==> src/rtl/assert_macros.svh <==
// ---------------------------------------------------------------------------
// Assertion macros
// Shared concurrent assertion wrappers, clocked on clk and gated by rst_n.
// ---------------------------------------------------------------------------
`ifndef ASSERT_MACROS_SVH
`define ASSERT_MACROS_SVH
`ifndef NO_ASSERTIONS
`define MLP_ASSERT(lbl, prop) \
  lbl: assert property (@(posedge clk) disable iff (!rst_n) prop) \
    else $error("assertion failed");
`define MLP_ASSERT_NEVER(lbl, expr) \
  lbl: assert property (@(posedge clk) disable iff (!rst_n) !(expr)) \
    else $error("forbidden condition seen");
`else
`define MLP_ASSERT(lbl, prop)
`define MLP_ASSERT_NEVER(lbl, expr)
`endif
`endif

==> src/rtl/mlp_pkg.sv <==
// ---------------------------------------------------------------------------
// MLP package
// Payload types, command and register codes shared by the MLP block.
// ---------------------------------------------------------------------------
package mlp_pkg;

  localparam int VALUE_W    = 16;
  localparam int NODE_W     = 4;
  localparam int ACT_W      = 15;
  localparam int CFG_W      = 5;
  localparam int CFG_IDX_W  = 3;
  localparam int RESULT_CAP = 16;

  typedef enum logic [1:0] {
    CMD_WEIGHT = 2'd0,
    CMD_BIAS   = 2'd1,
    CMD_INPUT  = 2'd2,
    CMD_RUN    = 2'd3
  } cmd_t;

  localparam logic [CFG_IDX_W-1:0] CFG_INPUT_COUNT  = 3'd0;
  localparam logic [CFG_IDX_W-1:0] CFG_HIDDEN_COUNT = 3'd1;
  localparam logic [CFG_IDX_W-1:0] CFG_LAYER_COUNT  = 3'd2;
  localparam logic [CFG_IDX_W-1:0] CFG_OUTPUT_COUNT = 3'd3;

  typedef struct packed {
    cmd_t               command;
    logic [2:0]         layer;
    logic [3:0]         row;
    logic [3:0]         column;
    logic signed [15:0] value;
  } in_item_t;

  typedef struct packed {
    logic [NODE_W-1:0] node_index;
    logic [ACT_W-1:0]  activation;
    logic              last;
  } out_item_t;

  typedef struct packed {
    logic [4:0] input_count;
    logic [4:0] hidden_count;
    logic [2:0] hidden_layer_count;
    logic [4:0] output_count;
  } cfg_regs_t;

  typedef struct packed {
    logic acc_init;
    logic issue;
  } mac_ctl_t;

  typedef struct packed {
    logic busy;
  } mac_sts_t;

endpackage

==> src/rtl/mlp_mac.sv <==
// ---------------------------------------------------------------------------
// MLP MAC unit
// Shared multiply-accumulate pipeline with ReLU and saturation of the sum.
// ---------------------------------------------------------------------------
module mlp_mac
  import mlp_pkg::*;
#(
  parameter int VALUE_BITS = 16,
  parameter int WCOLS      = 16
) (
  input  logic                         clk,
  input  logic                         rst_n,
  input  mac_ctl_t                     ctl,
  input  logic signed [VALUE_BITS-1:0] bias_q,
  input  logic signed [VALUE_BITS-1:0] weight_q,
  input  logic signed [VALUE_BITS-1:0] src_q,
  output mac_sts_t                     sts,
  output logic [VALUE_BITS-1:0]        node_val
);

  localparam int ACC_W = 2 * VALUE_BITS + $clog2(WCOLS + 1) + 1;
  localparam logic signed [ACC_W-1:0] TOP = ACC_W'((1 << (VALUE_BITS - 1)) - 1);

  logic                           rd_vld_r;
  logic                           prod_vld_r;
  logic signed [2*VALUE_BITS-1:0] prod_r;
  logic signed [ACC_W-1:0]        acc_r;
  logic signed [ACC_W-1:0]        quot;

  always_ff @(posedge clk) begin
    if (!rst_n) begin
      rd_vld_r   <= 1'b0;
      prod_vld_r <= 1'b0;
    end else begin
      rd_vld_r   <= ctl.issue;
      prod_vld_r <= rd_vld_r;
    end
    if (rd_vld_r) begin
      prod_r <= weight_q * src_q;
    end
    if (ctl.acc_init) begin
      acc_r <= ACC_W'(bias_q) <<< 8;
    end else if (prod_vld_r) begin
      acc_r <= acc_r + ACC_W'(prod_r);
    end
  end

  assign sts.busy = rd_vld_r | prod_vld_r;
  assign quot     = acc_r >>> 8;

  always_comb begin
    if (acc_r < ACC_W'(256)) begin
      node_val = '0;
    end else if (quot > TOP) begin
      node_val = VALUE_BITS'(TOP);
    end else begin
      node_val = VALUE_BITS'(quot);
    end
  end

endmodule

==> config.mk <==
export PLATFORM = sky130hd
export DESIGN_NAME = mlp_mac
export DESIGN_NICKNAME = d
export VERILOG_FILES = /design/src/rtl/assert_macros.svh /design/src/rtl/mlp_pkg.sv /design/src/rtl/mlp_mac.sv
export SDC_FILE = /design/constraint.sdc
export NUM_CORES = 1
export LEC_CHECK = 0
export ABC_AREA = 0
export BUFFER_PORTS_ARGS = -buffer_cell sky130_fd_sc_hd__buf_2
export CAP_MARGIN = 20
export CORE_ASPECT_RATIO = 0.6
export CORE_MARGIN = 2
export CORE_UTILIZATION = 70
export CTS_CLUSTER_DIAMETER = 50
export CTS_CLUSTER_SIZE = 25
export DETAILED_ROUTE_END_ITERATION = 10
export PLACE_DENSITY = 0.95
export SLEW_MARGIN = 20
export SYNTH_ARGS = -nofsm -noshare
export SYNTH_HDL_FRONTEND = slang
export SYNTH_SLANG_ARGS = --single-unit
==> constraint.sdc <==
create_clock -name clk -period 10.36 [get_ports clk]
set_input_delay 0.518 -clock clk [delete_from_list [all_inputs] [get_ports clk]]
set_output_delay 0.518 -clock clk [all_outputs]
set_load 0.1 [all_outputs]
### Word-level counts from Yosys, hierarchy flattened

Cells that the tools add are included.
Widths: inputs -> output; s select.

* bits in registers: 72

* bitwise gates (word level): 1
* reduce and logical (&&, ||, !) cells: 1
* order comparisons: 2
* multipliers: 1
* add/sub/neg operators: 1
* mux-type cells: 4

Operators with widths (count)
* $mux 38: 2
* $add 38x32->38: 1
* $lt 38x10->1 const B: 1
* $mul 16x16->32: 1
* $mux 16: 2
* $gt 30x16->1 const B: 1
* $reduce_bool 2->1: 1
* $or 1x1->1: 1

### Logic depth before layout (Yosys ltp)

* depth after elaboration: 3
* gate-level depth with buffers: 24
* depth with buffers taken out: 23

### Least setup slack after synthesis

Ideal clock, no wire load.

* path kind: input to register
* from: input weight_q[15]
* to: register prod_r[30], data pin
* arrival time: 6.204 ns
* data required time: 10.202 ns
* setup slack: 3.998 ns
* cell stages on the path: 21
* library setup time: 0.158 ns
* cells stage by stage: clkbuf_1 > nand2_1 > inv_1 > fa_1 > fa_1 > fa_1 > fa_1 > fa_1 > inv_1 > fa_1 > inv_1 > ha_1 > and4_1 > and3_1 > a221oi_1 > o21ai_0 > a31oi_1 > nor2b_1 > o211ai_1 > a2111o_1 > o211ai_1

* cells in the longest elaborated chain, start to end: 1

Ends and longest elaborated chain
* start, declared: RTL line mlp_mac.sv:15 `input logic signed [VALUE_BITS-1:0] weight_q,`
* $mul 16x16->32: RTL line mlp_mac.sv:39 `prod_r <= weight_q * src_q;`
* end signal, assigned: RTL line mlp_mac.sv:39
* end, declared: RTL line mlp_mac.sv:26 `logic signed [2*VALUE_BITS-1:0] prod_r;`

No other way between the ends.
A chain may end at the register's enable or synchronous reset.

### Worst setup path after layout

Same ends and word-level chain as after synthesis.

==> flow_summary.yaml <==
run_status:
  status: "finished clean"
logic_synthesis:
  yosys.area.top_type: "fa_1"
  ys_seq_area_share_pct: 14.22
  synth_area_per_cell_um2: 9.182
  synth-seq-cells: 72
  yosys_warnings: 0
  yosysUniqueCellTypes: 68
  yosysTopAreaCellShare_pct: 36.31
  synth_edf_count: 62
  syn_inst: 1579
  syn-num-nets: 2013
  ys_top_cells_by_area: "fa_1 36%, edfxtp_1 13%, ha_1 10%, inv_1 8.9%, and2_1 5.5%"
  synthArstFlopShare_pct: 0
  synth-main-ff-cell: "edfxtp_1"
  synth_area_um2: 14500
sta:
  setup_viol: 0
  hold_ws_ns: 0.3864
  period_needed_ns: 6.919
  tns_ns: 0
  fin_crit_sh_pct: 66.78
  grt_setup_unrepaired: "false"
  hold_violations: 0
  max_slew_margin_pct: 48.89
  finalWorstSetupSlack_ns: 3.441
  worst_clock_skew_ns: 0.009674
  fmax_mhz: 144.5
  tightest_slew_ns: 0.7667
  drv_slew: 0
clock_tree:
  ctsHoldBuffers: 0
  cts_resized: 0
  clk_root_buffer_cell: "clkbuf_16"
  cts_tree: "yes"
  numCtsBuffers: 9
  cts.sinks: 72
  path_clk_slew_ns: 0.06
  h-tree-depth: 3
  insertion_delay_ns: 0.34
  postCtsSetupBuffers: 0
  clockBufferDepth: 2
flow_run:
  cap_viol_max_count: 0
routing:
  wl_per_cell_um: 17.70
  dr.first_iter.drc_count: 811
  drcViolationCount: 0
  vias_per_cell: 5.970
  wirelength_um: 33450
  drt_pre_antenna_iters: 7
  postRouteAntennaNets: 0
  num_vias: 11283
global_routing:
  grt_pass1_vias: 12163
  gr-total-overflow: 0
  gr-usage-met2_pct: 58.17
  met3_usage_pct: 5.724
  grt_usage_pct: 32.94
  antenna_found_initial: 0
  busiest_layer: "met2"
  grt_pass1_wl_um: 56930
  grt_max_degree: 35
  grt_util_met1_pct: 41.47
floorplanning:
  core-area_um2: 20170
  io_pins: 69
  start_util_pct: 71.89
  fp.dieW_um: 189.8
  rows: 40
  die-height_um: 115.5
  die_area_um2: 21920
placed_design:
  routabilityCongestion: 0.9223
  numPortBuffers: 67
  dp_hpwl_um: 27410
  place_ws_ns: 3.232
final_layout:
  register_area_um2: 2062
  final_nets: 2046
  multi_input_area_um2: 10960
  num_antenna_cells: 0
  layout-drive-gt1-share_pct: 6.494
  postLayoutCoreUtil_pct: 75.83
  fillers: 1301
  area_growth_pct: 5.489
hold_path:
  hp-class: "input pin to flip-flop"
  hold_depth: 2
setup_path:
  rrSetupSlack_ns: 6.97
  crit_arrival_ns: 7.10
  cp.required_ns: 10.54
  crit_type: "input pin to flip-flop"
  worst-path-max-fanout: 16
  setup.worst_path.end_class: "flip-flop"
  startpoint_type: "input pin"
  worstRegToRegCells: 12
==> critical path: stages <==
cell      delay (ns)
buf_2           0.20
nand2_1         0.16
inv_1           0.11
fa_1            0.78
fa_1            0.50
fa_1            0.49
fa_1            0.51
fa_1            0.51
inv_1           0.06
fa_1            0.49
inv_1           0.04
ha_1            0.39
and3_1          0.28
and3_1          0.20
a221oi_1        0.26
o21ai_0         0.13
a31oi_1         0.42
nor2b_1         0.34
o211ai_1        0.20
a2111o_1        0.40
o211ai_1        0.09
==> flip-flops by register name (all words and copies together) (netlist names) <==
| register | count |
|---|---|
| prod_vld_r | 1 |
| prod_r | 32 |
| acc_r | 38 |
| rd_vld_r | 1 |
==> cells by family (layout without fill, tap and decap cells) <==
| family | Yosys count | in the layout | synth area share (%) |
|---|---|---|---|
| muxes | 3 | 3 | 0.2157 |
| AOI/OAI and AO/OA | 213 | 213 | 9.613 |
| buffers and inverters | 392 | 430 | 10.17 |
| adders and majority gates | 382 | 382 | 46.58 |
| DFF | 72 | 72 | 14.22 |
| and+or+nand+nor | 453 | 453 | 15.36 |
| other | 1 | 1 | 0.02586 |
| xor gates and xnor gates | 63 | 63 | 3.806 |
==> synth_stat cells, drive strengths merged (6+ instances only) <==
| cell | number |
|---|---|
| a211oi | 13 |
| a21boi | 6 |
| a21o | 15 |
| a21oi | 54 |
| and2 | 128 |
| and3 | 12 |
| clkbuf | 45 |
| dfxtp | 10 |
| edfxtp | 62 |
| fa | 263 |
| ha | 119 |
| inv | 344 |
| nand2 | 164 |
| nand2b | 13 |
| nand4 | 7 |
| nor2 | 79 |
| nor2b | 8 |
| nor3 | 13 |
| nor4 | 7 |
| o211ai | 10 |
| o21a | 12 |
| o21ai | 56 |
| o21bai | 7 |
| o31ai | 7 |
| or2 | 7 |
| xnor2 | 40 |
| xor2 | 23 |
==> final cells by class <==
type	count	area share [%]
timing repair buffer	69	2.291
sequential	72	13.48
clock buffer	16	1.841
multi-input combinational	1115	71.69
tap	273	2.233
inverter	345	8.467
==> per-stage QoR <==
stage          instance area [µm²]  instances
3_3_place_gp                 15010       1874
4_1_cts                      15290       1890
6_report                     15290       1890
3_5_place_dp                 15010       1874
2_1_floorplan                14500       1579
5_1_grt                      15290       1890
==> worst paths after layout <==
check / startpoint / endpoint
hold / removal: ctl[0] / rd_vld_r
setup reg to reg: prod_r[0] / acc_r[24]
setup / recovery: weight_q[15] / prod_r[30]
hold reg to reg: acc_r[4] / acc_r[4]
==> cell usage in the layout, fill, tap and decap left out, types with 8 or more instances in the layout <==
cell type and count:
inv_1 344, fa_1 263, nand2_1 164, and2_1 128
ha_1 119, nor2_1 78, buf_2 67, edfxtp_1 62
o21ai_0 55, a21oi_1 54, xnor2_1 40, xor2_1 23
a21o_1 15, o21a_1 12, and3_1 12, nor3_1 12
nand2b_1 12, a211oi_1 11, o211ai_1 10, dfxtp_1 10
clkbuf_16 9, nor2b_1 8
==> metal layers <==
metal / part of all wire [%] / up-vias
li1: - / 4997
met1: 39 / 5618
met2: 50 / 552
met3: 7.8 / 116
met4: 3.7 / 0
met5: 0 / -
Power is left out: the tool's default activity adds up to more than one toggle a clock period on the data nets, which glitch-free logic cannot reach.
