### src/rtl/assert_macros.svh
// ---------------------------------------------------------------------------
// Assertion macros
// Shared concurrent assertion wrappers, clocked on clk and gated by rst_n.
// ---------------------------------------------------------------------------
`ifndef ASSERT_MACROS_SVH
`define ASSERT_MACROS_SVH
`ifndef NO_ASSERTIONS
`define MLP_ASSERT(lbl, prop) \
  lbl: assert property (@(posedge clk) disable iff (!rst_n) prop) \
    else $error("assertion failed");
`define MLP_ASSERT_NEVER(lbl, expr) \
  lbl: assert property (@(posedge clk) disable iff (!rst_n) !(expr)) \
    else $error("forbidden condition seen");
`else
`define MLP_ASSERT(lbl, prop)
`define MLP_ASSERT_NEVER(lbl, expr)
`endif
`endif

### src/rtl/mlp_ram.sv
// ---------------------------------------------------------------------------
// MLP RAM
// Simple dual-port RAM, one write port and one registered read port.
// ---------------------------------------------------------------------------
module mlp_ram #(
  parameter int WIDTH = 16,
  parameter int DEPTH = 16,
  parameter int AW    = (DEPTH > 1) ? $clog2(DEPTH) : 1
) (
  input  logic             clk,
  input  logic             wr_en,
  input  logic [AW-1:0]    wr_addr,
  input  logic [WIDTH-1:0] wr_data,
  input  logic [AW-1:0]    rd_addr,
  output logic [WIDTH-1:0] rd_data
);

  logic [WIDTH-1:0] mem [DEPTH];

  always_ff @(posedge clk) begin
    if (wr_en) begin
      mem[wr_addr] <= wr_data;
    end
    rd_data <= mem[rd_addr];
  end

endmodule

### config.mk
export PLATFORM = sky130hd
export DESIGN_NAME = mlp_ram
export DESIGN_NICKNAME = d
export VERILOG_FILES = /design/src/rtl/assert_macros.svh /design/src/rtl/mlp_ram.sv
export SDC_FILE = /design/constraint.sdc
export NUM_CORES = 1
export LEC_CHECK = 0
export BUFFER_PORTS_ARGS = -buffer_cell sky130_fd_sc_hd__buf_2
export CORE_ASPECT_RATIO = 0.8
export CORE_MARGIN = 3
export CORE_UTILIZATION = 60
export DETAILED_ROUTE_END_ITERATION = 10
export PLACE_DENSITY = 0.78
export SLEW_MARGIN = 40
export SYNTH_ARGS = -nofsm -noshare
export SYNTH_HDL_FRONTEND = slang
export SYNTH_SLANG_ARGS = --single-unit
### constraint.sdc
create_clock -name clk -period 5.5 [get_ports clk]
set_clock_uncertainty 0.2 [all_clocks]
set_input_delay 0.275 -clock clk [delete_from_list [all_inputs] [get_ports clk]]
set_output_delay 0.275 -clock clk [all_outputs]
set_load 0.005 [all_outputs]
; Word-level counts from Yosys, hierarchy flattened
; Memory sizes are Yosys's and may differ from the RTL's. A register that Yosys moved wholly into a read port is not among the register bits.
; Cells that the tools add are included.
[totals]
ff_bits = 0
ramBits = 256
output_inout_bits = 16
n_memories = 1
[classes]
muxes = 2
[mem_list]
columns = memory, words, width, read_ports, rd_clocked_by_memory_dff, write_ports, line
row1 = mem, 16, 16, 1, 1, 1, mlp_ram.sv:18  ; logic [WIDTH-1:0] mem [DEPTH];
[ops]
columns = operator, n
row1 = two-way mux 1 bit, 2

; Logic depth before layout (Yosys ltp)
; Gate-level depths: netlist of run 1.
[depth]
ltp_word = 2
depth_mapped = 5

; Worst setup path after synthesis of run 1
; OpenSTA, ideal clock, no wires.
[synth_path]
kind = in2reg
from = in wr_addr[2]
to = mem mem[0][0] (enable)
t_arrival_ns = 1.921
slack_ns = 2.970
stages = 2
path_buffers = 0
cell_sequence = or3b_2 -> nor3_1
[synth_rtl]
columns = element, line
row1 = "start, declared", mlp_ram.sv:12  ; input logic [AW-1:0] wr_addr,
row2 = "end, declared", mlp_ram.sv:18
; Straight into the memory's write port.

==> results of run 1 <==
cell type report:
cell class	count	area, um^2	area share
multi-input combinational	139	1990	0.171
timing repair buffer	73	495	0.0427
sequential	272	8010	0.689
clock buffer	32	662	0.0570
tap	215	269	0.0232
clock inverter	14	194	0.0167
power by group through the flow:
stage	logic (W)	clock network [W]	registers (W)
floorplan	0.000113	0	0.00237
global placement	0.000189	0	0.00237
detailed placement	0.000196	0	0.00237
CTS	0.000207	0.00181	0.00233
global route	0.000223	0.00190	0.00233
finish	0.000205	0.00178	0.00233
metal layers:
| layer | up-vias | share of wire |
|---|---|---|
| met2 | 217 | 0.51 |
| met4 | 0 | 0.025 |
| li1 | 1999 | - |
| met3 | 40 | 0.076 |
| met5 | - | 0 |
| met1 | 2405 | 0.39 |
worst max-delay path: stages:
cell and delay, ns:
buf_6 0.44, buf_4 0.50, mux4_1 0.60, a22oi_1 0.20
nand2_1 0.09
repair_timing:
item	CTS	global route
resized for setup	0	0
hold buffers	16	0
hold endpoints to repair	256	0
layout by cell type, fill, tap and decap left out, types with 4 or more instances in the layout:
cell type / netlist / routed
edfxtp_1: 256 / 256
mux4_2: 54 / 54
buf_2: 3 / 40
a22oi_1: 32 / 32
clkbuf_16: 0 / 25
nand2_1: 17 / 17
dlygate4sd3_1: 0 / 16
dfxtp_1: 16 / 16
buf_4: 3 / 15
mux4_1: 10 / 10
nor2_2: 0 / 7
clkbuf_1: 8 / 6
nor2_4: 0 / 5
bufinv_16: 0 / 5
nor3_2: 0 / 4
clkinv_1: 0 / 4
clkinv_2: 0 / 4
logic make-up after synthesis:
family,synth area share
flip-flops,0.797
multiplexers,0.147
AND/OR/NAND/NOR,0.0192
AO/OA/AOI/OAI,0.0239
buffers and inverters,0.0123
per-stage QoR:
step / total power (W) / worst slack [ns] / util / hold WS (ns)
floorplan: 0.00249 / 2.97 / - / 0.174
global placement: 0.00256 / 2.78 / 0.658 / 0.427
detailed placement: 0.00257 / 2.78 / 0.660 / 0.445
CTS: 0.00435 / 3.30 / 0.723 / 0.0618
global route: 0.00445 / 3.36 / 0.723 / 0.0909
finish: 0.00432 / 3.54 / 0.723 / 0.0851
worst min path at each step:
stage / start / to / slack (ns) / cells past startpoint
floorplan: wr_data[0] / mem[0][0]$_DFFE_PP_ / 0.17 / 0
global route: rd_addr[1] / rd_data[1]$_DFF_P_ / 0.09 / 4
CTS: rd_addr[1] / rd_data[1]$_DFF_P_ / 0.06 / 4
global placement: wr_data[6] / mem[7][6]$_DFFE_PP_ / 0.43 / 1
finish: rd_addr[1] / rd_data[1]$_DFF_P_ / 0.09 / 4
detailed placement: wr_data[9] / mem[4][9]$_DFFE_PP_ / 0.44 / 1
sequential cells by signal, summed over array words and instances, names as in the netlist:
| signal | cells |
|---|---|
| rd_data | 16 |
| mem | 256 |
==> impl_metrics.csv, run 1 <==
group,metric,value,unit
critical_path,worstPathMaxFanout,41,
power,power_frac_seq,0.540,
finish,nNetsFinal,537,
grt,grt_first_pass_wirelength,30.6,mm
worst_hold_path,hold_class,"in2reg",
finish,syn2layout_area_growth,15.7,%
floorplan,rows,41,
grt,use_met1,0.330,
logic_synthesis,yosys_most_used_dff,"edfxtp_1",
drt,ant_nets,0,
critical_path,crit_path_end,"rd_data[3]$_DFF_P_",
clock_tree,clockBufferDepth,3,
placement,placed_area,0.0106,mm^2
critical_path,cp.required,5.69,ns
drt,avgViaCountPerCell,6.26,
power,switching_share,0.191,
sta,hold_violations,0,
grt,gr-usage-met3,0.0457,
floorplan,start_util,0.625,
grt,antenna_found_initial,0,
logic_synthesis,synth_largest_area_cell,"edfxtp_1",
logic_synthesis,syn_nets,458,
logic_synthesis,synth_area,0.0100,mm^2
clock_tree,clkTransAtPathRegs,0.06,ns
logic_synthesis,seq_area_frac_synth,0.797,
logic_synthesis,synth_edf_count,256,
placement,hpwl,10.2,mm
finish,fill_cells,911,
critical_path,r2r_cells,3,
power,p_int,0.00349,W
logic_synthesis,synthMostInstantiatedCell,"edfxtp_1",
placement,place_congestion,0.722,
sta,period_minus_slack,1.96,ns
drt,wl_per_cell,27.0,um
sta,slew-limit-headroom,0.518,
drt,drc_errors,0,
finish,antenna_cells,0,
logic_synthesis,synth_warnings,0,
drt,routed_wl,20.1,mm
logic_synthesis,synth_cells,432,
critical_path,end_kind,"flip-flop",
drt,num_vias,4661,
sta,fmax,511,MHz
logic_synthesis,synth_area_leaders,"edfxtp_1 (77%), mux4_2 (12%), dfxtp_1 (3.2%)",
finish,stdcell_area,0.0116,mm^2
power,irDropWorstVdd,0.000336,V
logic_synthesis,synth_common_cells,"edfxtp_1 (256), mux4_2 (54), a22oi_1 (32)",
grt,grt_use_met2,0.383,
logic_synthesis,synth_top_area_share,0.765,
clock_tree,cts_inserted_buffers,25,
logic_synthesis,synthArstFlopShare,0,
grt,grt-ovfl-total,0,
clock_tree,cts_root_buffer,"clkbuf_16",
critical_path,worst-setup-path-type,"in2reg",
floorplan,fp.dieH,122,um
critical_path,cp-startpoint,"rd_addr[0]",
logic_synthesis,synth-seq-cells,272,
floorplan,core,0.0161,mm^2
power,switching_power,0.000823,W
grt,grt_pass1_vias,4923,
power,cellPowerDensity,372,mW/mm^2
finish,drive_above_1_share,0.311,
job,cap_violations,0,
clock_tree,post-cts-setup-buffers,0,
clock_tree,cts.sinks,272,
clock_tree,htree_levels,1,
power,combPwrFrac,0.048,
critical_path,r2r_start,"mem[0][2]$_DFFE_PP_",
floorplan,die-area,0.0183,mm^2
grt,grt_util_all_layers,0.234,
clock_tree,insertion_delay,0.52,ns
logic_synthesis,avgSynthCellArea,23.2,um^2
logic_synthesis,ys_types,19,
sta,finalCritPeriodShare,0.356,
run_status,status,"finished, final reports clean",
sta,finalSetupViolCount,0,
drt,drtPass1Iterations,7,
critical_path,startpoint_type,"input pin",
clock_tree,cts_tree,"yes",
floorplan,io-pin-count,42,
grt,grt_start_max_net_pins,60,
critical_path,cp.arrival,2.15,ns
power,clockPowerShare,0.412,
finish,final_cells,745,
placement,place_inst,683,
sta,drv_slew,0,
grt,grt-busiest-layer,"met2",
placement,portBuffers,41,
sta,rsz0062_at_grt,"no",
sta,finalSetupTns,0,ns
power,p_leak,3.81,nW
floorplan,die_x,151,um
critical_path,r2r-end,"rd_data[2]$_DFF_P_",
sta,worst_slew_pin_slew,0.721,ns
drt,drtIter0Drc,391,
critical_path,r2r_slack,3.97,ns
(Power assumes the default switching activity.)
==> run 2: changes to the inputs <==
clock period = 1.82 ns   (was 5.5 ns; I/O delays follow)
==> run 2 against run 1 <==
Compared with the run above: sequential power increased to 3.0 times the previous value; core utilization rose by 2.5 points; via count rose by 4.2%; sequential share of layout area is 2.3 points lower; first-iteration DRC count is 26% higher; register-to-register slack got worse by 3.7 ns; wire length rose by 1.8%; non-clock buffer count increased by 30; power grew to 3.0 times the previous value; count of clock-buffer cells in the layout grew 7; final area is 3.5% higher; critical endpoint is now rd_data[4]$_DFF_P_; largest cell class unchanged.
==> impl_metrics.csv, run 2 (synthesis gave the netlist of run 1 again) <==
group,metric,value,unit
critical_path,startpoint_type,"input pin",
sta,slew-limit-headroom,0.675,
placement,portBuffers,41,
placement,hpwl,11.4,mm
clock_tree,cts_inserted_buffers,25,
grt,grt_first_pass_wirelength,31.0,mm
clock_tree,cts.sinks,272,
sta,hold_violations,0,
finish,largestRegisters,"mem (256), rd_data (16)",
critical_path,worst-setup-path-type,"in2reg",
critical_path,r2r_cells,3,
sta,fmax,586,MHz
power,p_leak,4.01,nW
power,cellPowerDensity,1090,mW/mm^2
finish,final_cells,774,
finish,top_register,"mem",
drt,drc_errors,0,
clock_tree,insertion_delay,0.52,ns
drt,num_vias,4859,
grt,antenna_found_initial,0,
critical_path,end_kind,"flip-flop",
finish,fill_cells,878,
sta,finalSetupViolCount,0,
grt,grt_start_max_net_pins,24,
clock_tree,cts_tree,"yes",
run_status,status,"finished, final reports clean",
critical_path,worstPathMaxFanout,16,
floorplan,die-area,0.0183,mm^2
grt,grt_pass1_vias,5074,
placement,place_congestion,0.772,
drt,wl_per_cell,26.4,um
sta,rsz0062_at_grt,"no",
drt,drtIter0Drc,492,
floorplan,io-pin-count,42,
grt,grt_util_all_layers,0.237,
sta,whs,0.0308,ns
job,cap_violations,0,
floorplan,rows,41,
clock_tree,cts_root_buffer,"clkbuf_16",
clock_tree,htree_levels,1,
finish,largest_register_ffs,256,
sta,drv_slew,0,
sta,period_minus_slack,1.71,ns
power,irDropWorstVdd,0.000781,V
finish,antenna_cells,0,
finish,nNetsFinal,567,
floorplan,fp.dieH,122,um
sta,finalCritPeriodShare,0.938,
floorplan,start_util,0.625,
floorplan,die_x,151,um
critical_path,cp.arrival,1.90,ns
drt,ant_nets,0,
worst_hold_path,hold_class,"in2reg",
clock_tree,clockBufferDepth,3,
sta,worst_slew_pin_slew,0.487,ns
drt,drtPass1Iterations,5,
finish,layout_commonest_cell,"edfxtp_1",
finish,syn2layout_area_growth,19.7,%
finish,final_cell_mix,"edfxtp_1 (256), mux4_2 (54), buf_2 (40), a22oi_1 (32), buf_4 (30)",
grt,grt-ovfl-total,0,
drt,avgViaCountPerCell,6.28,
power,p_total,0.0131,W
clock_tree,clkTransAtPathRegs,0.06,ns
worst_hold_path,holdPathStages,3,
drt,routed_wl,20.5,mm
floorplan,core,0.0161,mm^2
placement,place_inst,701,
critical_path,cp.required,2.01,ns
finish,drive_above_1_share,0.343,
run 2: cell count changes in the layout (fill, tap and decap cells not counted), sizes merged:
cell         previous run  this run
bufinv                  5         4
clkbuf                 32        39
buf                    57        86
clkinv                  8         2
dlygate4sd3            16        17
inv                     1         0
run 2: worst max-delay path, cell delays in order:
cell,delay (ns)
dlygate4sd3_1,0.54
buf_6,0.17
buf_12,0.18
mux4_1,0.57
a22oi_1,0.24
nand2_1,0.09
run 2: metal layers:
| layer | part of all wire | wire length, um | track usage | vias to the layer above |
|---|---|---|---|---|
| met2 | 0.49 | 9950 | 0.370 | 202 |
| met1 | 0.42 | 8530 | 0.361 | 2567 |
| met5 | 0 | 0 | 0 | - |
| met4 | 0.016 | 328 | 0.0470 | 0 |
| li1 | - | - | - | 2057 |
| met3 | 0.081 | 1660 | 0.0476 | 33 |
run 2: final cells by class:
cell class | instances | area, um^2 | area share
Clock buffer | 39 | 718 | 0.0598
Sequential cell | 272 | 8010 | 0.666
Multi-Input combinational cell | 139 | 1990 | 0.165
Tap cell | 215 | 269 | 0.0224
Timing Repair Buffer | 103 | 907 | 0.0755
Clock inverter | 6 | 129 | 0.0107
run 2: metrics by stage:
step | util | TNS (ns) | instance area, um^2 | setup slack [ns]
3_5_place_dp | 0.680 | 0 | 10900 | 0.0927
5_1_grt | 0.749 | 0 | 12000 | 0.0210
4_1_cts | 0.743 | 0 | 11900 | 0.0549
3_3_place_gp | 0.680 | 0 | 10900 | 0.0894
2_1_floorplan | - | -5.09 | 10100 | -0.106
6_report | 0.749 | 0 | 12000 | 0.112
run 2: worst paths after layout:
kind                              from                    to  slack (ns)
setup / recovery            rd_addr[0]    rd_data[4]$_DFF_P_        0.11
hold / removal              wr_addr[1]  mem[12][8]$_DFFE_PP_        0.03
setup reg to reg   mem[3][9]$_DFFE_PP_    rd_data[9]$_DFF_P_        0.24
hold reg to reg   mem[15][5]$_DFFE_PP_    rd_data[5]$_DFF_P_        0.47
run 2: where the power goes:
| group | leakage (nW) | internal [W] | switching (W) |
|---|---|---|---|
| combinational | 1.15 | 0.000328 | 0.000367 |
| clock | 0.411 | 0.00327 | 0.00208 |
| sequential | 2.45 | 0.00700 | 0.0000429 |
run 2: timing repair:
| action | 4_1_cts | 5_1_grt |
|---|---|---|
| setup endpoints to repair | 0 | 7 |
| gates resized for setup | 0 | 1 |
| setup buffers | 0 | 11 |
| endpoints found under the hold margin | 258 | 0 |
| hold buffers | 17 | 0 |
