[src/rtl/assert_macros.svh]
// ---------------------------------------------------------------------------
// Assertion macros
// Shared concurrent assertion wrappers, clocked on clk and gated by rst_n.
// ---------------------------------------------------------------------------
`ifndef ASSERT_MACROS_SVH
`define ASSERT_MACROS_SVH
`ifndef NO_ASSERTIONS
`define MLP_ASSERT(lbl, prop) \
  lbl: assert property (@(posedge clk) disable iff (!rst_n) prop) \
    else $error("assertion failed");
`define MLP_ASSERT_NEVER(lbl, expr) \
  lbl: assert property (@(posedge clk) disable iff (!rst_n) !(expr)) \
    else $error("forbidden condition seen");
`else
`define MLP_ASSERT(lbl, prop)
`define MLP_ASSERT_NEVER(lbl, expr)
`endif
`endif

[src/rtl/mlp_pkg.sv]
// ---------------------------------------------------------------------------
// MLP package
// Payload types, command and register codes shared by the MLP block.
// ---------------------------------------------------------------------------
package mlp_pkg;

  localparam int VALUE_W    = 16;
  localparam int NODE_W     = 4;
  localparam int ACT_W      = 15;
  localparam int CFG_W      = 5;
  localparam int CFG_IDX_W  = 3;
  localparam int RESULT_CAP = 16;

  typedef enum logic [1:0] {
    CMD_WEIGHT = 2'd0,
    CMD_BIAS   = 2'd1,
    CMD_INPUT  = 2'd2,
    CMD_RUN    = 2'd3
  } cmd_t;

  localparam logic [CFG_IDX_W-1:0] CFG_INPUT_COUNT  = 3'd0;
  localparam logic [CFG_IDX_W-1:0] CFG_HIDDEN_COUNT = 3'd1;
  localparam logic [CFG_IDX_W-1:0] CFG_LAYER_COUNT  = 3'd2;
  localparam logic [CFG_IDX_W-1:0] CFG_OUTPUT_COUNT = 3'd3;

  typedef struct packed {
    cmd_t               command;
    logic [2:0]         layer;
    logic [3:0]         row;
    logic [3:0]         column;
    logic signed [15:0] value;
  } in_item_t;

  typedef struct packed {
    logic [NODE_W-1:0] node_index;
    logic [ACT_W-1:0]  activation;
    logic              last;
  } out_item_t;

  typedef struct packed {
    logic [4:0] input_count;
    logic [4:0] hidden_count;
    logic [2:0] hidden_layer_count;
    logic [4:0] output_count;
  } cfg_regs_t;

  typedef struct packed {
    logic acc_init;
    logic issue;
  } mac_ctl_t;

  typedef struct packed {
    logic busy;
  } mac_sts_t;

endpackage

[src/rtl/mlp_ctrl.sv]
// ---------------------------------------------------------------------------
// MLP sequencer
// Walks layers, nodes and weights of a run and drives the MAC and stores.
// ---------------------------------------------------------------------------
`include "assert_macros.svh"

module mlp_ctrl
  import mlp_pkg::*;
#(
  parameter int MAX_INPUTS        = 16,
  parameter int MAX_HIDDEN        = 16,
  parameter int MAX_HIDDEN_LAYERS = 4,
  parameter int MAX_OUTPUTS       = 16,
  parameter int VALUE_BITS        = 16,
  parameter int WROWS = (MAX_HIDDEN > MAX_OUTPUTS) ? MAX_HIDDEN : MAX_OUTPUTS,
  parameter int WCOLS = (MAX_INPUTS > MAX_HIDDEN) ? MAX_INPUTS : MAX_HIDDEN,
  parameter int NLAYERS = MAX_HIDDEN_LAYERS + 1,
  parameter int ABUF  = WROWS,
  parameter int WAW   = $clog2(NLAYERS * WROWS * WCOLS),
  parameter int BAW   = $clog2(NLAYERS * WROWS),
  parameter int IAW   = (MAX_INPUTS > 1) ? $clog2(MAX_INPUTS) : 1,
  parameter int AAW   = $clog2(2 * ABUF)
) (
  input  logic                  clk,
  input  logic                  rst_n,
  input  cfg_regs_t             cfg,
  input  logic                  run_start,
  output logic                  in_ready,
  output mac_ctl_t              mac_ctl,
  input  mac_sts_t              mac_sts,
  input  logic [VALUE_BITS-1:0] node_val,
  output logic                  src_is_input,
  output logic [WAW-1:0]        w_raddr,
  output logic [BAW-1:0]        b_raddr,
  output logic [IAW-1:0]        in_raddr,
  output logic [AAW-1:0]        act_raddr,
  output logic                  act_we,
  output logic [AAW-1:0]        act_waddr,
  output logic                  out_valid,
  input  logic                  out_ready,
  output out_item_t             out_data
);

  localparam int DIM_MAX0 = (MAX_INPUTS > MAX_HIDDEN) ? MAX_INPUTS : MAX_HIDDEN;
  localparam int DIM_MAX  = (DIM_MAX0 > MAX_OUTPUTS) ? DIM_MAX0 : MAX_OUTPUTS;
  localparam int CNT_W    = $clog2(DIM_MAX + 1);
  localparam int LW       = $clog2(MAX_HIDDEN_LAYERS + 1);
  localparam int NO_MAX   = (MAX_OUTPUTS > RESULT_CAP) ? RESULT_CAP : MAX_OUTPUTS;

  typedef enum logic [2:0] {
    S_IDLE,
    S_BIAS,
    S_MAC,
    S_DRAIN,
    S_EMIT
  } state_t;

  state_t           state_r;
  logic [LW-1:0]    layer_r;
  logic [LW-1:0]    nl_r;
  logic [CNT_W-1:0] row_r;
  logic [CNT_W-1:0] col_r;
  logic [CNT_W-1:0] ni_r;
  logic [CNT_W-1:0] nh_r;
  logic [CNT_W-1:0] no_r;
  logic             acc_init_r;
  logic             out_valid_r;
  out_item_t        out_r;
  logic             last_layer;
  logic [CNT_W-1:0] cols;

  assign last_layer = (layer_r == nl_r);
  assign cols       = (layer_r == '0) ? ni_r : nh_r;

  always_ff @(posedge clk) begin
    if (!rst_n) begin
      state_r     <= S_IDLE;
      acc_init_r  <= 1'b0;
      out_valid_r <= 1'b0;
      layer_r     <= '0;
      row_r       <= '0;
      col_r       <= '0;
    end else begin
      acc_init_r <= 1'b0;
      unique case (state_r)
        S_IDLE: begin
          if (run_start) begin
            ni_r <= (cfg.input_count == '0) ? CNT_W'(1) :
                    (int'(cfg.input_count) > MAX_INPUTS) ? CNT_W'(MAX_INPUTS) :
                    CNT_W'(cfg.input_count);
            nh_r <= (cfg.hidden_count == '0) ? CNT_W'(1) :
                    (int'(cfg.hidden_count) > MAX_HIDDEN) ? CNT_W'(MAX_HIDDEN) :
                    CNT_W'(cfg.hidden_count);
            no_r <= (cfg.output_count == '0) ? CNT_W'(1) :
                    (int'(cfg.output_count) > NO_MAX) ? CNT_W'(NO_MAX) :
                    CNT_W'(cfg.output_count);
            nl_r <= (cfg.hidden_layer_count == '0) ? LW'(1) :
                    (int'(cfg.hidden_layer_count) > MAX_HIDDEN_LAYERS) ?
                    LW'(MAX_HIDDEN_LAYERS) : LW'(cfg.hidden_layer_count);
            layer_r <= '0;
            row_r   <= '0;
            state_r <= S_BIAS;
          end
        end
        S_BIAS: begin
          col_r      <= '0;
          acc_init_r <= 1'b1;
          state_r    <= S_MAC;
        end
        S_MAC: begin
          if (col_r == cols - CNT_W'(1)) begin
            state_r <= S_DRAIN;
          end else begin
            col_r <= col_r + CNT_W'(1);
          end
        end
        S_DRAIN: begin
          if (!mac_sts.busy) begin
            if (last_layer) begin
              out_r.node_index <= NODE_W'(row_r);
              out_r.activation <= ACT_W'(node_val);
              out_r.last       <= (row_r == no_r - CNT_W'(1));
              out_valid_r      <= 1'b1;
              state_r          <= S_EMIT;
            end else if (row_r == nh_r - CNT_W'(1)) begin
              row_r   <= '0;
              layer_r <= layer_r + LW'(1);
              state_r <= S_BIAS;
            end else begin
              row_r   <= row_r + CNT_W'(1);
              state_r <= S_BIAS;
            end
          end
        end
        S_EMIT: begin
          if (out_ready) begin
            out_valid_r <= 1'b0;
            if (out_r.last) begin
              state_r <= S_IDLE;
            end else begin
              row_r   <= row_r + CNT_W'(1);
              state_r <= S_BIAS;
            end
          end
        end
        default: state_r <= S_IDLE;
      endcase
    end
  end

  assign in_ready         = (state_r == S_IDLE);
  assign mac_ctl.acc_init = acc_init_r;
  assign mac_ctl.issue    = (state_r == S_MAC);
  assign src_is_input     = (layer_r == '0);
  assign w_raddr  = WAW'((int'(layer_r) * WROWS + int'(row_r)) * WCOLS + int'(col_r));
  assign b_raddr  = BAW'(int'(layer_r) * WROWS + int'(row_r));
  assign in_raddr = IAW'(col_r);
  assign act_raddr = AAW'((layer_r[0] ? 0 : ABUF) + int'(col_r));
  assign act_waddr = AAW'((layer_r[0] ? ABUF : 0) + int'(row_r));
  assign act_we    = (state_r == S_DRAIN) && !mac_sts.busy && !last_layer;
  assign out_valid = out_valid_r;
  assign out_data  = out_r;

  `MLP_ASSERT(a_out_in_emit, out_valid_r |-> state_r == S_EMIT)
  `MLP_ASSERT(a_run_busy, run_start |=> !in_ready)
  `MLP_ASSERT_NEVER(a_no_act_wr_last, act_we && last_layer)
  `MLP_ASSERT(a_last_frees, (out_valid_r && out_ready && out_r.last) |=> in_ready)

endmodule

[config.mk]
export PLATFORM = sky130hd
export DESIGN_NAME = mlp_ctrl
export DESIGN_NICKNAME = d
export VERILOG_FILES = /design/src/rtl/mlp_pkg.sv /design/src/rtl/mlp_ctrl.sv
export VERILOG_INCLUDE_DIRS = /design/src /design/src/rtl
export SDC_FILE = /design/constraint.sdc
export NUM_CORES = 1
export LEC_CHECK = 0
export ABC_CLOCK_PERIOD_IN_PS = 3100
export BUFFER_PORTS_ARGS = -buffer_cell sky130_fd_sc_hd__buf_2
export CAP_MARGIN = 20
export CORE_AREA = 2 2 81 83
export CTS_BUF_LIST = sky130_fd_sc_hd__clkbuf_2 sky130_fd_sc_hd__clkbuf_4 sky130_fd_sc_hd__clkbuf_8
export CTS_CLUSTER_DIAMETER = 100
export DETAILED_ROUTE_END_ITERATION = 10
export DIE_AREA = 0 0 83 85
export PLACE_DENSITY_LB_ADDON = 0.3
export SYNTH_ARGS = -nofsm -noshare
export SYNTH_HDL_FRONTEND = slang
export SYNTH_SLANG_ARGS = --single-unit
export TNS_END_PERCENT = 30
[constraint.sdc]
create_clock -name clk -period 3.1 [get_ports clk]
set_input_delay 0 -clock clk [delete_from_list [all_inputs] [get_ports clk]]
set_output_delay 0 -clock clk [all_outputs]
set_load 0.1 [all_outputs]
Word level (Yosys, flattened, before mapping). Cells that the tools add are included.

Register bits after elaboration: 56. Input bits: 39. Output and inout bits: 58. Logic and storage cells: 107.

Add/sub/neg operators: 10. Order comparisons: 4. Equal/unequal tests: 17. Multiplexer cells: 33. Bitwise logic cells: 1. Reduce and logical (&&, ||, !) cells: 25.

Operators with widths (count): $mux W5 (13); $mux W3 (10); $ne A2 B2 Y1 const B (8); $eq A5 B5 Y1 (3); $gt A5 B5 Y1 const B (3); $logic_not A5 Y1 (3); $pmux W3 S5 (1); $pmux W5 S3 (1); $sub A5 B1 Y5 const B (3); $reduce_and A4 Y1 (3); $add A11 B6 Y11 (1); $add A5 B1 Y5 const B (2); $add A5 B5 Y5 (2); $pmux W5 S2 (1); $logic_not A3 Y1 (3); $reduce_or A2 Y1 (4); $add A7 B5 Y7 (1); $eq A3 B2 Y1 const B (2); $pmux W3 S2 (1); $reduce_and A6 Y1 (1); $reduce_bool A2 Y1 (3); $mux W1 (5); $reduce_and A5 Y1 (1); $add A3 B1 Y3 const B (1); 12 further kinds (14).

Longest topological paths before layout.
Word-level depth: 6. Gate-level depth with buffers: 11. Mapped depth without buffers: 10.

Worst setup path before layout. Ideal clock, no wire load.

Kind: register to register. Start: register state_r[1]. End: register col_r[3]. Setup time: 0.070 ns. Arrival time: 3.959 ns. Required time: 3.030 ns. Slack: -0.929 ns. Stages on the path, launching flop included: 9. Path buffers: 2. Clock period less this slack: 4.029 ns. Cell sequence: dfxtp_1 -> clkbuf_2 -> inv_1 -> nor3_1 -> o31a_1 -> a22oi_2 -> buf_6 -> or3_2 -> a21oi_1.

RTL lines: start: declaration (line mlp_ctrl.sv:58) `state_t state_r;`; start signal: assignment (line mlp_ctrl.sv:77) `state_r <= S_IDLE;`; start signal: assignment (line mlp_ctrl.sv:102) `state_r <= S_BIAS;`; start signal: assignment (line mlp_ctrl.sv:108) `state_r <= S_MAC;`; end signal: assignment (line mlp_ctrl.sv:114) `col_r <= col_r + CNT_W'(1);`; end: declaration (line mlp_ctrl.sv:62) `logic [CNT_W-1:0] col_r;`.

Final worst setup path.
Start: register layer_r[0]. End: register col_r[4].

Longest elaborated chain between the ends: 6.

RTL lines: start: declaration (line mlp_ctrl.sv:59) `logic [LW-1:0] layer_r;`; start signal: assignment (line mlp_ctrl.sv:127) `layer_r <= layer_r + LW'(1);`; $logic_not A3 Y1 (line mlp_ctrl.sv:73) `assign cols = (layer_r == '0) ? ni_r : nh_r;`; $mux W5 (line mlp_ctrl.sv:73); $sub A5 B1 Y5 (line mlp_ctrl.sv:111) `if (col_r == cols - CNT_W'(1)) begin`; $eq A5 B5 Y1 (line mlp_ctrl.sv:111); $ne A2 B2 Y1 (no source line); $reduce_and A2 Y1 (no source line).

Every way passes these cells. A chain may end at the register's enable or synchronous reset.

==> flow_metrics.py <==
metrics = {
    "status": {
        "outcome": "completed",
    },
    "min_path": {
        "worstHoldStart": "cfg[4]",
        "min_to": "no_r[4]$_SDFFCE_PN0P_",
        "holdPathStages": 3,
        "hp-class": "primary input to flop",
    },
    "cts": {
        "clock_latency_ns": 0.31,
        "clkTransAtPathRegs_ns": 0.10,
        "cts_made_buffers": 5,
        "tritoncts": "yes",
        "root_buffer": "clkbuf_8",
        "cts_buffer_depth": 2,
        "cts_resized": 0,
        "cts_max_level": 2,
        "clkSinkCount": 56,
    },
    "sta": {
        "setup_viol": 0,
        "worst_slack_ns": 0.532,
        "finClkSkew_ns": 0.0144,
        "timing.final.crit_share_pct": 82.9,
        "max-slew-margin-rel_pct": 48.9,
        "worst_slew_pin_slew_ns": 0.766,
        "drv_slew": 0,
        "hold_viol": 0,
        "max_freq_mhz": 389,
        "fin_hold_ws_ns": 0.00992,
        "rsz0062_at_grt": "false",
        "fin_crit_ns": 2.57,
    },
    "logic_synthesis": {
        "yosysWarnings": 0,
        "synth_area_leaders": "edfxtp_1, dfxtp_1, ha_1",
        "syn-cell-area_um2": 3200,
        "synth_cell_types": 55,
        "yosysTopAreaCellShare_pct": 35.7,
        "synth_ff_type": "edfxtp_1",
        "synth-edff-count": 38,
        "synth_top_area_cell": "edfxtp_1",
        "yosysSeqAreaShare_pct": 47.0,
        "async_flop_share_pct": 0,
        "avgSynthCellArea_um2": 10.4,
        "synth_nets": 363,
        "syn_inst": 306,
        "ys_ff_latch": 56,
    },
    "global_routing": {
        "grt_pass1_vias": 2441,
        "grt_use_total_pct": 18.7,
        "antenna_found_initial": 0,
        "grt_max_degree": 20,
        "grt_overflow": 0,
        "grt_pass1_wl_um": 10800,
    },
    "cells_and_area": {
        "multi_input_area_um2": 1420,
        "stdcell_count": 488,
        "register_area_um2": 1500,
        "area_growth_pct": 24.3,
        "diodes": 0,
        "layout.nets": 467,
        "drive_gt1_share_pct": 29.9,
        "final_cell_area_um2": 3970,
        "fillers": 509,
    },
    "die": {
        "die_h_um": 85,
        "die_w_um": 83,
        "rows": 29,
        "start_util_pct": 51.5,
        "ios": 97,
        "die_area_um2": 7060,
        "core_um2": 6200,
    },
    "placed_design": {
        "place_area_um2": 3590,
        "dp_cells": 451,
        "hpwlAfterDp_um": 4710,
        "io_buffer_count": 95,
        "dp_slack_ns": 0.522,
        "gp_congestion": 0.844,
    },
    "setup_path": {
        "cp_data_arrival_time_ns": 2.77,
        "crit_type": "flop to flop",
        "r2r_start": "layer_r[0]$_SDFFE_PN0P_",
        "cp_max_fo": 11,
        "reg2reg_to": "col_r[4]$_SDFFE_PN0P_",
        "r2r_slack_ns": 0.53,
        "reg2regPathDepth": 10,
        "cp.required_ns": 3.31,
        "startpoint_type": "flop",
        "cp-end-kind": "flop",
    },
    "routing": {
        "ant_nets": 0,
        "drt-initial-drc-count": 112,
        "drc": 0,
        "dr_total_vias": 2525,
        "first_pass_iters": 5,
        "wirelength_um": 6500,
        "wire_per_inst_um": 13.3,
        "via_per_inst": 5.17,
    },
    "flow_run": {
        "drv_cap": 0,
    },
    "pwr": {
        "power_frac_clock_pct": 19.4,
        "fin_total_pwr_uw": 2120,
        "p_leak_uw": 0.00178,
        "switchingPower_uw": 885,
        "power_density_nw_per_um2": 534,
        "internal-power_uw": 1240,
        "pwr-share-seq_pct": 44.1,
        "swShare_pct": 41.7,
        "vdd_ir_drop_max_uv": 502,
        "comb_power_share_pct": 36.5,
    },
}
## Yosys cell counts (2+ instances only)
| cell type | number |
|---|---|
| or2_2 | 3 |
| buf_4 | 22 |
| nand3_1 | 10 |
| nor4_1 | 2 |
| a31oi_1 | 2 |
| inv_1 | 17 |
| edfxtp_1 | 38 |
| nand2b_1 | 10 |
| ha_1 | 18 |
| or4_1 | 5 |
| or2b_2 | 2 |
| nor2_1 | 22 |
| xnor2_1 | 14 |
| o21ai_1 | 4 |
| xor2_1 | 12 |
| and2_1 | 11 |
| or2b_1 | 2 |
| a21boi_0 | 4 |
| or3_2 | 4 |
| nor2b_1 | 2 |
| a21oi_1 | 9 |
| a21o_1 | 4 |
| nand3b_1 | 3 |
| clkbuf_1 | 5 |
| buf_6 | 2 |
| nand4_1 | 5 |
| o21a_1 | 3 |
| o21ai_0 | 7 |
| and3_1 | 3 |
| nand2_1 | 11 |
| mux2i_1 | 2 |
| dfxtp_1 | 18 |
| nor3_1 | 8 |
## metrics by stage
step                      TNS, ns  util (%)
final                           0      64.0
after global routing            0      64.0
after CTS                       0      64.0
after detailed placement        0      57.9
after global placement          0      57.9
after floorplan             -4.00         -
## state kept, by name, summed over array words and instances, names as in the netlist, 3 cells and up
signal	cells
state_r	3
row_r	5
out_data	20
col_r	5
nh_r	5
ni_r	5
nl_r	3
no_r	5
layer_r	3
## layer usage
layer | vias up | wire, um | GRT usage [%]
li1 | 1272 | - | -
met1 | 1174 | 2790 | 21.6
met2 | 69 | 3330 | 34.5
met3 | 10 | 266 | 3.70
met4 | 0 | 112 | 6.41
met5 | - | 0 | 0
## layout make-up
| class | instances | area share (%) |
|---|---|---|
| Clock buffer | 5 | 1.73 |
| Inverter | 18 | 1.83 |
| Clock inverter | 3 | 0.630 |
| Sequential cell | 56 | 37.8 |
| Timing Repair Buffer | 127 | 19.8 |
| Tap cell | 77 | 2.42 |
| Multi-Input combinational cell | 202 | 35.8 |
## critical path, cell delays in order, from the launching register on
cell      delay, ns
dfxtp_1        0.44
inv_1          0.11
ha_1           0.24
nand2b_4       0.13
inv_6          0.06
mux2i_1        0.13
or4_1          0.40
a211o_1        0.32
a22oi_2        0.41
or3_2          0.20
a21oi_1        0.06
## kinds of logic (layout without fill, tap and decap cells)
logic type / after synthesis / after routing / share of synthesized area, %
XOR/XNOR: 26 / 26 / 7.12
multiplexers: 3 / 3 / 0.978
flip-flops: 56 / 56 / 47.0
buffers and inverters: 48 / 153 / 8.88
adder cells (fa/ha/maj): 18 / 18 / 7.05
AO/OA/AOI/OAI: 47 / 47 / 9.98
AND/OR/NAND/NOR: 108 / 108 / 19.0
## how the worst max path moves through the flow
stage                       startpoint                 endpoint  slack (ns)  depth (start not counted)
3_5_place_dp   layer_r[0]$_SDFFE_PN0P_    col_r[4]$_SDFFE_PN0P_        0.52                         10
5_1_grt        layer_r[0]$_SDFFE_PN0P_    col_r[3]$_SDFFE_PN0P_        0.28                         10
3_3_place_gp   layer_r[0]$_SDFFE_PN0P_    col_r[3]$_SDFFE_PN0P_        0.56                         10
2_1_floorplan  state_r[1]$_SDFFE_PN0P_  layer_r[0]$_SDFFE_PN0P_       -0.67                          7
6_report       layer_r[0]$_SDFFE_PN0P_    col_r[4]$_SDFFE_PN0P_        0.53                         10
4_1_cts        layer_r[0]$_SDFFE_PN0P_    col_r[4]$_SDFFE_PN0P_        0.51                         10
## what timing repair did
item,in CTS,in global routing
buffers inserted,0,0
hold buffers,29,0
hold endpoints to repair,29,0
## power groups by stage
stage / clock, uW / sequential (uW) / combinational [uW]
2_1_floorplan: 0 / 924 / 708
3_5_place_dp: 0 / 950 / 746
4_1_cts: 421 / 933 / 777
3_3_place_gp: 0 / 948 / 738
6_report: 411 / 935 / 774
5_1_grt: 451 / 945 / 833
## cells in the final DEF, fill, tap and decap left out, types with 10 or more instances in the layout
cell type and n:
dfxtp_1 18, nand2_1 11, ha_1 18, nor2_1 22
and2_1 11, buf_2 95, dlygate4sd3_1 29, inv_1 17
nand2b_1 10, xnor2_1 14, xor2_1 12, edfxtp_1 38
nand3_1 10
Note: power is estimated with default switching activity, not from simulation.
